===== src/hw/rtl/md5_pkg.sv =====
// ----------------------------------------------------------------------------
// md5_pkg
// Shared constants, types and round functions for the MD5 digest block.
// ----------------------------------------------------------------------------
package md5_pkg;

  localparam logic [31:0] INIT_A = 32'h67452301;
  localparam logic [31:0] INIT_B = 32'hefcdab89;
  localparam logic [31:0] INIT_C = 32'h98badcfe;
  localparam logic [31:0] INIT_D = 32'h10325476;
  localparam logic [7:0]  PAD_BYTE = 8'h80;
  localparam logic [5:0]  LEN_POS = 6'd56;

  // Queue entry between the front end and the hashing engine.
  typedef struct packed {
    logic [7:0] data;
    logic       valid;
    logic       eom;
  } md5_item_t;

  typedef enum logic [2:0] {
    ST_TAKE,
    ST_PAD,
    ST_LEN,
    ST_HASH,
    ST_ADD,
    ST_EMIT
  } md5_state_t;

  function automatic logic [31:0] round_k(input logic [5:0] i);
    logic [31:0] k;
    begin
      case (i)
        6'd0: k = 32'hd76aa478; 6'd1: k = 32'he8c7b756; 6'd2: k = 32'h242070db;
        6'd3: k = 32'hc1bdceee; 6'd4: k = 32'hf57c0faf; 6'd5: k = 32'h4787c62a;
        6'd6: k = 32'ha8304613; 6'd7: k = 32'hfd469501; 6'd8: k = 32'h698098d8;
        6'd9: k = 32'h8b44f7af; 6'd10: k = 32'hffff5bb1; 6'd11: k = 32'h895cd7be;
        6'd12: k = 32'h6b901122; 6'd13: k = 32'hfd987193; 6'd14: k = 32'ha679438e;
        6'd15: k = 32'h49b40821; 6'd16: k = 32'hf61e2562; 6'd17: k = 32'hc040b340;
        6'd18: k = 32'h265e5a51; 6'd19: k = 32'he9b6c7aa; 6'd20: k = 32'hd62f105d;
        6'd21: k = 32'h02441453; 6'd22: k = 32'hd8a1e681; 6'd23: k = 32'he7d3fbc8;
        6'd24: k = 32'h21e1cde6; 6'd25: k = 32'hc33707d6; 6'd26: k = 32'hf4d50d87;
        6'd27: k = 32'h455a14ed; 6'd28: k = 32'ha9e3e905; 6'd29: k = 32'hfcefa3f8;
        6'd30: k = 32'h676f02d9; 6'd31: k = 32'h8d2a4c8a; 6'd32: k = 32'hfffa3942;
        6'd33: k = 32'h8771f681; 6'd34: k = 32'h6d9d6122; 6'd35: k = 32'hfde5380c;
        6'd36: k = 32'ha4beea44; 6'd37: k = 32'h4bdecfa9; 6'd38: k = 32'hf6bb4b60;
        6'd39: k = 32'hbebfbc70; 6'd40: k = 32'h289b7ec6; 6'd41: k = 32'heaa127fa;
        6'd42: k = 32'hd4ef3085; 6'd43: k = 32'h04881d05; 6'd44: k = 32'hd9d4d039;
        6'd45: k = 32'he6db99e5; 6'd46: k = 32'h1fa27cf8; 6'd47: k = 32'hc4ac5665;
        6'd48: k = 32'hf4292244; 6'd49: k = 32'h432aff97; 6'd50: k = 32'hab9423a7;
        6'd51: k = 32'hfc93a039; 6'd52: k = 32'h655b59c3; 6'd53: k = 32'h8f0ccc92;
        6'd54: k = 32'hffeff47d; 6'd55: k = 32'h85845dd1; 6'd56: k = 32'h6fa87e4f;
        6'd57: k = 32'hfe2ce6e0; 6'd58: k = 32'ha3014314; 6'd59: k = 32'h4e0811a1;
        6'd60: k = 32'hf7537e82; 6'd61: k = 32'hbd3af235; 6'd62: k = 32'h2ad7d2bb;
        default: k = 32'heb86d391;
      endcase
      return k;
    end
  endfunction

  function automatic logic [4:0] rot_amt(input logic [3:0] sel);
    logic [4:0] s;
    begin
      case (sel)
        4'd0: s = 5'd7;   4'd1: s = 5'd12;  4'd2: s = 5'd17;  4'd3: s = 5'd22;
        4'd4: s = 5'd5;   4'd5: s = 5'd9;   4'd6: s = 5'd14;  4'd7: s = 5'd20;
        4'd8: s = 5'd4;   4'd9: s = 5'd11;  4'd10: s = 5'd16; 4'd11: s = 5'd23;
        4'd12: s = 5'd6;  4'd13: s = 5'd10; 4'd14: s = 5'd15; default: s = 5'd21;
      endcase
      return s;
    end
  endfunction

  // Message word index used by round i.
  function automatic logic [3:0] msg_index(input logic [5:0] i);
    logic [3:0] w;
    begin
      case (i[5:4])
        2'd0: w = i[3:0];
        2'd1: w = 4'(5 * i[3:0] + 1);
        2'd2: w = 4'(3 * i[3:0] + 5);
        default: w = 4'(7 * i[3:0]);
      endcase
      return w;
    end
  endfunction

endpackage


===== src/hw/rtl/md5_front.sv =====
// ----------------------------------------------------------------------------
// md5_front
// Accepts input beats into a four-entry queue that the engine drains.
// ----------------------------------------------------------------------------
module md5_front (
  input  logic                clk,
  input  logic                rst,
  input  logic                in_valid,
  output logic                in_ready,
  input  md5_pkg::md5_item_t  in_item,
  output logic                q_valid,
  input  logic                q_ready,
  output md5_pkg::md5_item_t  q_item
);
  import md5_pkg::*;

  md5_item_t  slots [4];
  logic [1:0] wr_ptr;
  logic [1:0] rd_ptr;
  logic [2:0] count;
  logic       push;
  logic       pop;

  assign in_ready = (count != 3'd4);
  assign q_valid  = (count != 3'd0);
  assign q_item   = slots[rd_ptr];
  assign push     = in_valid && in_ready;
  assign pop      = q_valid && q_ready;

  always_ff @(posedge clk) begin
    if (push) begin
      slots[wr_ptr] <= in_item;
    end
    if (rst) begin
      wr_ptr <= '0;
      rd_ptr <= '0;
      count  <= '0;
    end else begin
      if (push) wr_ptr <= wr_ptr + 2'd1;
      if (pop) rd_ptr <= rd_ptr + 2'd1;
      count <= count + {2'b0, push} - {2'b0, pop};
    end
  end

  a_count_max: assert property (@(posedge clk) disable iff (rst) count <= 3'd4)
    else $error("queue count overflow");
  a_no_push_full: assert property (@(posedge clk) disable iff (rst)
    (count == 3'd4) |-> !push) else $error("push into full queue");
  a_no_pop_empty: assert property (@(posedge clk) disable iff (rst)
    (count == 3'd0) |-> !pop) else $error("pop from empty queue");

endmodule


===== src/hw/rtl/md5_engine.sv =====
// ----------------------------------------------------------------------------
// md5_engine
// Gathers bytes into the block store, pads, runs one round per cycle and
// emits the digest words.
// ----------------------------------------------------------------------------
module md5_engine (
  input  logic                clk,
  input  logic                rst,
  input  logic                q_valid,
  output logic                q_ready,
  input  md5_pkg::md5_item_t  q_item,
  output logic                out_valid,
  input  logic                out_ready,
  output logic [31:0]         out_word,
  output logic [1:0]          out_index,
  output logic                out_last
);
  import md5_pkg::*;

  md5_state_t  state, state_next;
  logic [31:0] block [16];
  logic [31:0] chain [4];
  logic [31:0] a, b, c, d;
  logic [63:0] bit_total;
  logic [63:0] len;
  logic [5:0]  pos;
  logic [5:0]  rnd;
  logic [2:0]  len_cnt;
  logic        final_pending;
  logic [1:0]  emit_idx;
  md5_state_t  after_hash;

  logic        wr_en;
  logic [7:0]  wr_byte;
  logic [31:0] f_val;
  logic [31:0] sum;
  logic [31:0] rot;
  logic [4:0]  sh;

  always_comb begin
    case (rnd[5:4])
      2'd0: f_val = (b & c) | (~b & d);
      2'd1: f_val = (b & d) | (c & ~d);
      2'd2: f_val = b ^ c ^ d;
      default: f_val = c ^ (b | ~d);
    endcase
    sum = a + f_val + round_k(rnd) + block[msg_index(rnd)];
    sh  = rot_amt({rnd[5:4], rnd[1:0]});
    rot = (sum << sh) | (sum >> (6'd32 - {1'b0, sh}));
  end

  assign q_ready   = (state == ST_TAKE);
  assign out_valid = (state == ST_EMIT);
  assign out_word  = chain[emit_idx];
  assign out_index = emit_idx;
  assign out_last  = (emit_idx == 2'd3);

  always_comb begin
    wr_en   = 1'b0;
    wr_byte = q_item.data;
    case (state)
      ST_TAKE: wr_en = q_valid && q_item.valid;
      ST_PAD: begin
        wr_en   = 1'b1;
        wr_byte = final_pending ? 8'h00 : PAD_BYTE;
      end
      ST_LEN: begin
        wr_en   = 1'b1;
        wr_byte = len[8*len_cnt +: 8];
      end
      default: wr_en = 1'b0;
    endcase
  end

  always_comb begin
    state_next = state;
    case (state)
      ST_TAKE: begin
        if (q_valid) begin
          if (q_item.valid && pos == 6'd63) state_next = ST_HASH;
          else if (q_item.eom) state_next = ST_PAD;
        end
      end
      ST_PAD: begin
        if (pos == 6'd63) state_next = ST_HASH;
        else if (pos + 6'd1 == LEN_POS) state_next = ST_LEN;
      end
      ST_LEN:  if (len_cnt == 3'd7) state_next = ST_HASH;
      ST_HASH: if (rnd == 6'd63) state_next = ST_ADD;
      ST_ADD:  state_next = after_hash;
      ST_EMIT: if (out_ready && emit_idx == 2'd3) state_next = ST_TAKE;
      default: state_next = ST_TAKE;
    endcase
  end

  always_ff @(posedge clk) begin
    if (wr_en) begin
      block[pos[5:2]][8*pos[1:0] +: 8] <= wr_byte;
    end
    if (state == ST_HASH) begin
      a <= d;
      d <= c;
      c <= b;
      b <= b + rot;
    end else begin
      a <= chain[0];
      b <= chain[1];
      c <= chain[2];
      d <= chain[3];
    end
    if (rst) begin
      state         <= ST_TAKE;
      chain[0]      <= INIT_A;
      chain[1]      <= INIT_B;
      chain[2]      <= INIT_C;
      chain[3]      <= INIT_D;
      bit_total     <= '0;
      len           <= '0;
      pos           <= '0;
      rnd           <= '0;
      len_cnt       <= '0;
      final_pending <= 1'b0;
      emit_idx      <= '0;
      after_hash    <= ST_TAKE;
    end else begin
      state <= state_next;
      if (wr_en) pos <= pos + 6'd1;
      case (state)
        ST_TAKE: begin
          if (q_valid) begin
            if (q_item.valid) bit_total <= bit_total + 64'd8;
            len <= q_item.valid ? bit_total + 64'd8 : bit_total;
            // The engine returns here after a full block unless the marker
            // rode on the filling byte, in which case padding follows.
            after_hash <= q_item.eom ? ST_PAD : ST_TAKE;
            final_pending <= 1'b0;
          end
        end
        ST_PAD: begin
          final_pending <= 1'b1;
          after_hash    <= ST_PAD;
          len_cnt       <= '0;
        end
        ST_LEN: begin
          len_cnt    <= len_cnt + 3'd1;
          after_hash <= ST_EMIT;
        end
        ST_HASH: rnd <= rnd + 6'd1;
        ST_ADD: begin
          chain[0] <= chain[0] + a;
          chain[1] <= chain[1] + b;
          chain[2] <= chain[2] + c;
          chain[3] <= chain[3] + d;
        end
        ST_EMIT: begin
          if (out_ready) begin
            emit_idx <= emit_idx + 2'd1;
            if (emit_idx == 2'd3) begin
              chain[0]  <= INIT_A;
              chain[1]  <= INIT_B;
              chain[2]  <= INIT_C;
              chain[3]  <= INIT_D;
              bit_total <= '0;
              pos       <= '0;
            end
          end
        end
        default: ;
      endcase
    end
  end

  a_emit_stable: assert property (@(posedge clk) disable iff (rst)
    (out_valid && !out_ready) |=> (out_valid && $stable(emit_idx)))
    else $error("digest word moved while stalled");
  a_hash_rounds: assert property (@(posedge clk) disable iff (rst)
    (state == ST_HASH && rnd == 6'd63) |=> state == ST_ADD)
    else $error("compression did not end after 64 rounds");
  a_pos_block: assert property (@(posedge clk) disable iff (rst)
    (state == ST_HASH) |-> pos == 6'd0)
    else $error("block hashed before it was full");

endmodule


===== src/hw/rtl/md5_message_digest.sv =====
// ----------------------------------------------------------------------------
// md5_message_digest
// MD5 hash of a byte stream, digest returned as four 32-bit words.
// ----------------------------------------------------------------------------
// Usage: each input beat carries one optional message byte and an optional
// end-of-message flag. s_tdata[7:0] is the byte, s_tuser[0] says the byte is
// present and s_tlast ends the message, so an empty message is a beat with
// s_tuser low and s_tlast high. A beat with neither does nothing.
// Beats enter a four-entry queue; the hashing engine takes one byte per
// cycle while it is not compressing, and every 64th byte starts a
// compression (one round per cycle through a single round unit) followed
// by a step that folds the result into the chaining words.
// At the end of a message the engine writes padding and the length, one
// byte per cycle, compresses once or twice, then presents words A to D on
// m_tdata with the index on m_tuser and m_tlast on word D. A stalled
// receiver holds the current word; the queue keeps taking beats until full.
// Reset is synchronous and returns the chaining words to the MD5 initial
// values, clears the bit count and empties the queue.
// ----------------------------------------------------------------------------
module md5_message_digest (
  input  logic        clk,
  input  logic        rst,
  input  logic        s_tvalid,
  output logic        s_tready,
  input  logic [7:0]  s_tdata,   // data_byte
  input  logic        s_tuser,   // byte_valid
  input  logic        s_tlast,   // end_of_message
  output logic        m_tvalid,
  input  logic        m_tready,
  output logic [31:0] m_tdata,   // digest_word
  output logic [1:0]  m_tuser,   // word_index
  output logic        m_tlast    // last_word
);
  import md5_pkg::*;

  md5_item_t in_item;
  md5_item_t q_item;
  logic      q_valid;
  logic      q_ready;

  assign in_item.data  = s_tdata;
  assign in_item.valid = s_tuser;
  assign in_item.eom   = s_tlast;

  md5_front u_front (
    .clk      (clk),
    .rst      (rst),
    .in_valid (s_tvalid),
    .in_ready (s_tready),
    .in_item  (in_item),
    .q_valid  (q_valid),
    .q_ready  (q_ready),
    .q_item   (q_item)
  );

  md5_engine u_engine (
    .clk       (clk),
    .rst       (rst),
    .q_valid   (q_valid),
    .q_ready   (q_ready),
    .q_item    (q_item),
    .out_valid (m_tvalid),
    .out_ready (m_tready),
    .out_word  (m_tdata),
    .out_index (m_tuser),
    .out_last  (m_tlast)
  );

endmodule


===== config.mk =====
export PLATFORM = sky130hd
export DESIGN_NAME = md5_message_digest
export DESIGN_NICKNAME = d
export VERILOG_FILES = /design/src/hw/rtl/md5_pkg.sv /design/src/hw/rtl/md5_front.sv /design/src/hw/rtl/md5_engine.sv /design/src/hw/rtl/md5_message_digest.sv
export SDC_FILE = /design/constraint.sdc
export NUM_CORES = 2
export LEC_CHECK = 0
export BUFFER_PORTS_ARGS = -buffer_cell sky130_fd_sc_hd__buf_2
export CORE_MARGIN = 2
export CORE_UTILIZATION = 50
export DETAILED_ROUTE_END_ITERATION = 16
export GPL_ROUTABILITY_DRIVEN = 0
export PLACE_DENSITY = 0.7
export SYNTH_ARGS = -nofsm -noshare
export SYNTH_HDL_FRONTEND = slang
export SYNTH_SLANG_ARGS = --single-unit

===== constraint.sdc =====
create_clock -name clk -period 16.1 [get_ports clk]
set_input_delay 3.22 -clock clk [delete_from_list [all_inputs] [get_ports clk]]
set_output_delay 3.22 -clock clk [all_outputs]
set_load 0.02 [all_outputs]

==> results.sh <==
export IMPL_viasPerCell=6.34
export IMPL_grt_use_total_pct=27.6
export IMPL_drt_iter0_drc=5881
export IMPL_ir_worst_vdd_uv=224
export IMPL_netSwitchingFraction_pct=41.1
export IMPL_syn_mean_instance_area_um2=10.1
export IMPL_fmax_mhz=81.6
export IMPL_rsz0062_at_grt="no"
export IMPL_outcome="complete, no violations"
export IMPL_p_sw_mw=4.56
export IMPL_area_growth_syn_to_layout_pct=8.70
export IMPL_crit_path_end_kind="flip-flop"
export IMPL_design_area_um2=63600
export IMPL_crit_arrival_ns=12.82
export IMPL_critical_path_max_fanout=38
export IMPL_fin_crit_ns=12.26
export IMPL_cp_start_kind="flip-flop"
export IMPL_grt_max_degree=129
export IMPL_seqPwrFrac_pct=28.0
export IMPL_seq_area_um2=26200
export IMPL_firstDrtPassIters=9
export IMPL_synth_seq_area_share_pct=44.8
export IMPL_drc=0
export IMPL_multi_input_area_um2=30000
export IMPL_drv_max_cap_violation_count=0
export IMPL_cts_setup_buffers=0
export IMPL_async_flop_share_pct=0
export IMPL_fillers=9977
export IMPL_cp_required_ns=16.67
export IMPL_synth_warnings=0
export IMPL_path_clk_slew_ns=0.07
export IMPL_cp_common_cell="fa_1"
export IMPL_port_buffer_count=50
export IMPL_synthFlopType="edfxtp_1"
export IMPL_clock_latency_ns=0.74
export IMPL_pin_count=51
export IMPL_slew_viol_final=0
export IMPL_htree_levels=3
export IMPL_slew_headroom_pct=19.8
export IMPL_placementRows=125
export IMPL_hold_viol_final=0
export IMPL_antenna_found_initial=4
export IMPL_tightest_slew_ns=1.19
export IMPL_skew_ns=0.0488
export IMPL_synthCells=5767
export IMPL_grt_overflow=0
export IMPL_grt_pass1_wl_um=258000
export IMPL_drive_gt1_share_pct=10.6
export IMPL_synth_distinct_cells=97
export IMPL_die_area_um2=120000
export IMPL_vias=45900
export IMPL_p_leak_nw=23.2
export IMPL_pwr_share_comb_pct=48.6
export IMPL_grt_pass1_vias=43100
export IMPL_synth_seq_cells=1001
export IMPL_ant_nets=0
export IMPL_die_x_um=346
export IMPL_cts_buffer_depth=3
export IMPL_cpPeakStageDelay_ns=0.89
export IMPL_netlist_area_um2=58500
export IMPL_wl_per_cell_um=23.2
export IMPL_p_per_area_nw_per_um2=174
export IMPL_intPower_mw=6.53
export IMPL_die_h_um=346
export IMPL_hpwl_um=118000
export IMPL_finalSetupTns_ns=0
export IMPL_cp_slowest_cell="mux4_2"
export IMPL_pwr_share_clk_pct=23.3
export IMPL_synthesis_nets=6078
export IMPL_cts_resized=0
export IMPL_final_period_utilization_pct=76.1
export IMPL_synth_edff_count=616
export IMPL_cts_buffers=107
export IMPL_finalSetupViolCount=0
export IMPL_holdBufCountCts=0
export IMPL_final_nets=5942
export IMPL_hp_class="flip-flop to flip-flop"
export IMPL_clockRootBuffer="clkbuf_16"
export IMPL_stdcell_count=7249
export IMPL_utilization_pct=54.8
export IMPL_cts_tree="yes"
export IMPL_worstSetupPathType="flip-flop to flip-flop"
export IMPL_routed_wl_um=169000
export IMPL_clock_sinks=1001
export IMPL_dp_cells=7045
export IMPL_coreArea_um2=116000
export IMPL_start_util_pct=50.4
export IMPL_place_area_um2=59800
-- power groups by stage --
stage | combinational (mW) | sequential (mW) | clock (mW)
after floorplan | 3.97 | 3.09 | 0
final | 5.39 | 3.11 | 2.59
after detailed placement | 5.22 | 3.16 | 0
after global placement | 5.15 | 3.15 | 0
after CTS | 5.26 | 3.11 | 2.61
after global routing | 5.91 | 3.12 | 2.72
-- layout by cell type, fill, tap and decap left out, types with 142 or more instances in the layout --
cell type	instances
nand2_1	671
edfxtp_1	616
nor2_1	527
a21oi_1	431
dfxtp_1	380
o21ai_0	335
inv_1	256
ha_1	227
mux4_2	197
xnor2_1	142
-- metrics by stage --
| step | power, mW | setup WS [ns] | hold WS (ns) |
|---|---|---|---|
| 2_1_floorplan | 7.06 | 5.27 | 0.435 |
| 3_3_place_gp | 8.30 | 4.39 | 0.447 |
| 3_5_place_dp | 8.38 | 4.19 | 0.456 |
| 4_1_cts | 11.0 | 4.12 | 0.470 |
| 5_1_grt | 11.7 | 2.94 | 0.499 |
| 6_report | 11.1 | 3.84 | 0.467 |
-- Yosys cell counts (17+ instances only) --
cell	n	area, um^2
dfxtp_1	385	7710
and2_1	24	150
a22oi_1	28	210
nand3_1	137	686
a21o_1	94	706
ha_1	227	2840
maj3_1	30	300
o22a_1	30	263
xnor2_1	144	1260
or2_2	17	106
nor2_1	529	1990
o221ai_1	21	184
mux4_2	197	4440
o221a_2	29	327
mux2_2	26	293
a31oi_1	75	469
o21bai_1	18	135
nor2b_1	67	419
inv_1	258	968
a211oi_1	133	998
a21oi_1	431	2160
xor2_1	137	1200
o21a_1	43	323
o21ai_0	335	1680
o31ai_1	20	150
buf_1	42	158
nor4_1	24	150
clkbuf_1	300	1130
nand2b_1	34	213
nor3_1	90	450
o22ai_1	25	156
nand4_1	26	163
edfxtp_1	616	18500
nand2_1	674	2530
or3_1	28	175
mux2i_1	87	871
fa_1	70	1400
o211ai_1	40	300
and3_1	38	238
-- worst paths after layout --
path	start	end	slack, ns	depth (start not counted)
setup / recovery	u_engine.rnd[0]	u_engine.b[30]	3.84	40
hold / removal	u_engine.len[58]	u_engine.len[58]	0.47	1
setup reg to reg	u_engine.rnd[0]	u_engine.b[30]	3.84	40
hold reg to reg	u_engine.len[58]	u_engine.len[58]	0.47	1
-- critical path, delay by kind of cell, from the launching register on --
| family | cells | cell delay, ns |
|---|---|---|
| flip-flops | 1 | 0.56 |
| XOR/XNOR | 2 | 0.60 |
| AO/OA/AOI/OAI | 20 | 5.04 |
| adder cells (fa/ha/maj) | 8 | 3.21 |
| AND/OR/NAND/NOR | 2 | 0.49 |
| buffers and inverters | 5 | 0.76 |
| multiplexers | 3 | 1.39 |
-- metal layers --
| metal | GRT usage, % | vias to the layer above | routed length, um |
|---|---|---|---|
| met5 | 0 | - | 27 |
| met4 | 12.0 | 4 | 8240 |
| met3 | 5.75 | 478 | 16000 |
| met1 | 37.6 | 22200 | 69400 |
| met2 | 42.6 | 2292 | 74900 |
| li1 | - | 21000 | - |
-- cell type report --
cell class / instances / share of cell area, %
clock buffers: 124 / 4.39
diodes: 4 / 0.0157
inverters: 265 / 1.57
flip-flops and latches: 1001 / 41.2
multi-input cells: 4141 / 47.1
well taps: 1524 / 3.00
repair buffers: 115 / 1.20
clock inverters: 75 / 1.44
-- registers in the layout, indices dropped and copies added, names as in the netlist, 40 cells and up, named ones only --
register	flops
u_engine.block	512
u_engine.chain	128
u_engine.bit_total	61
u_engine.len	61
u_front.slots	40
-- cells by family (layout without fill, tap and decap cells) --
group	count (synthesis)	count (layout)	synth area share (%)
adder cells (fa/ha/maj)	328	328	7.79
other	0	4	0
XOR/XNOR	283	283	4.29
multiplexers	311	311	9.60
AO/OA/AOI/OAI	1488	1488	16.4
buffers and inverters	625	579	4.07
flip-flops	1001	1001	44.8
AND/OR/NAND/NOR	1731	1731	13.1
Power figures use the tool's default switching activity.
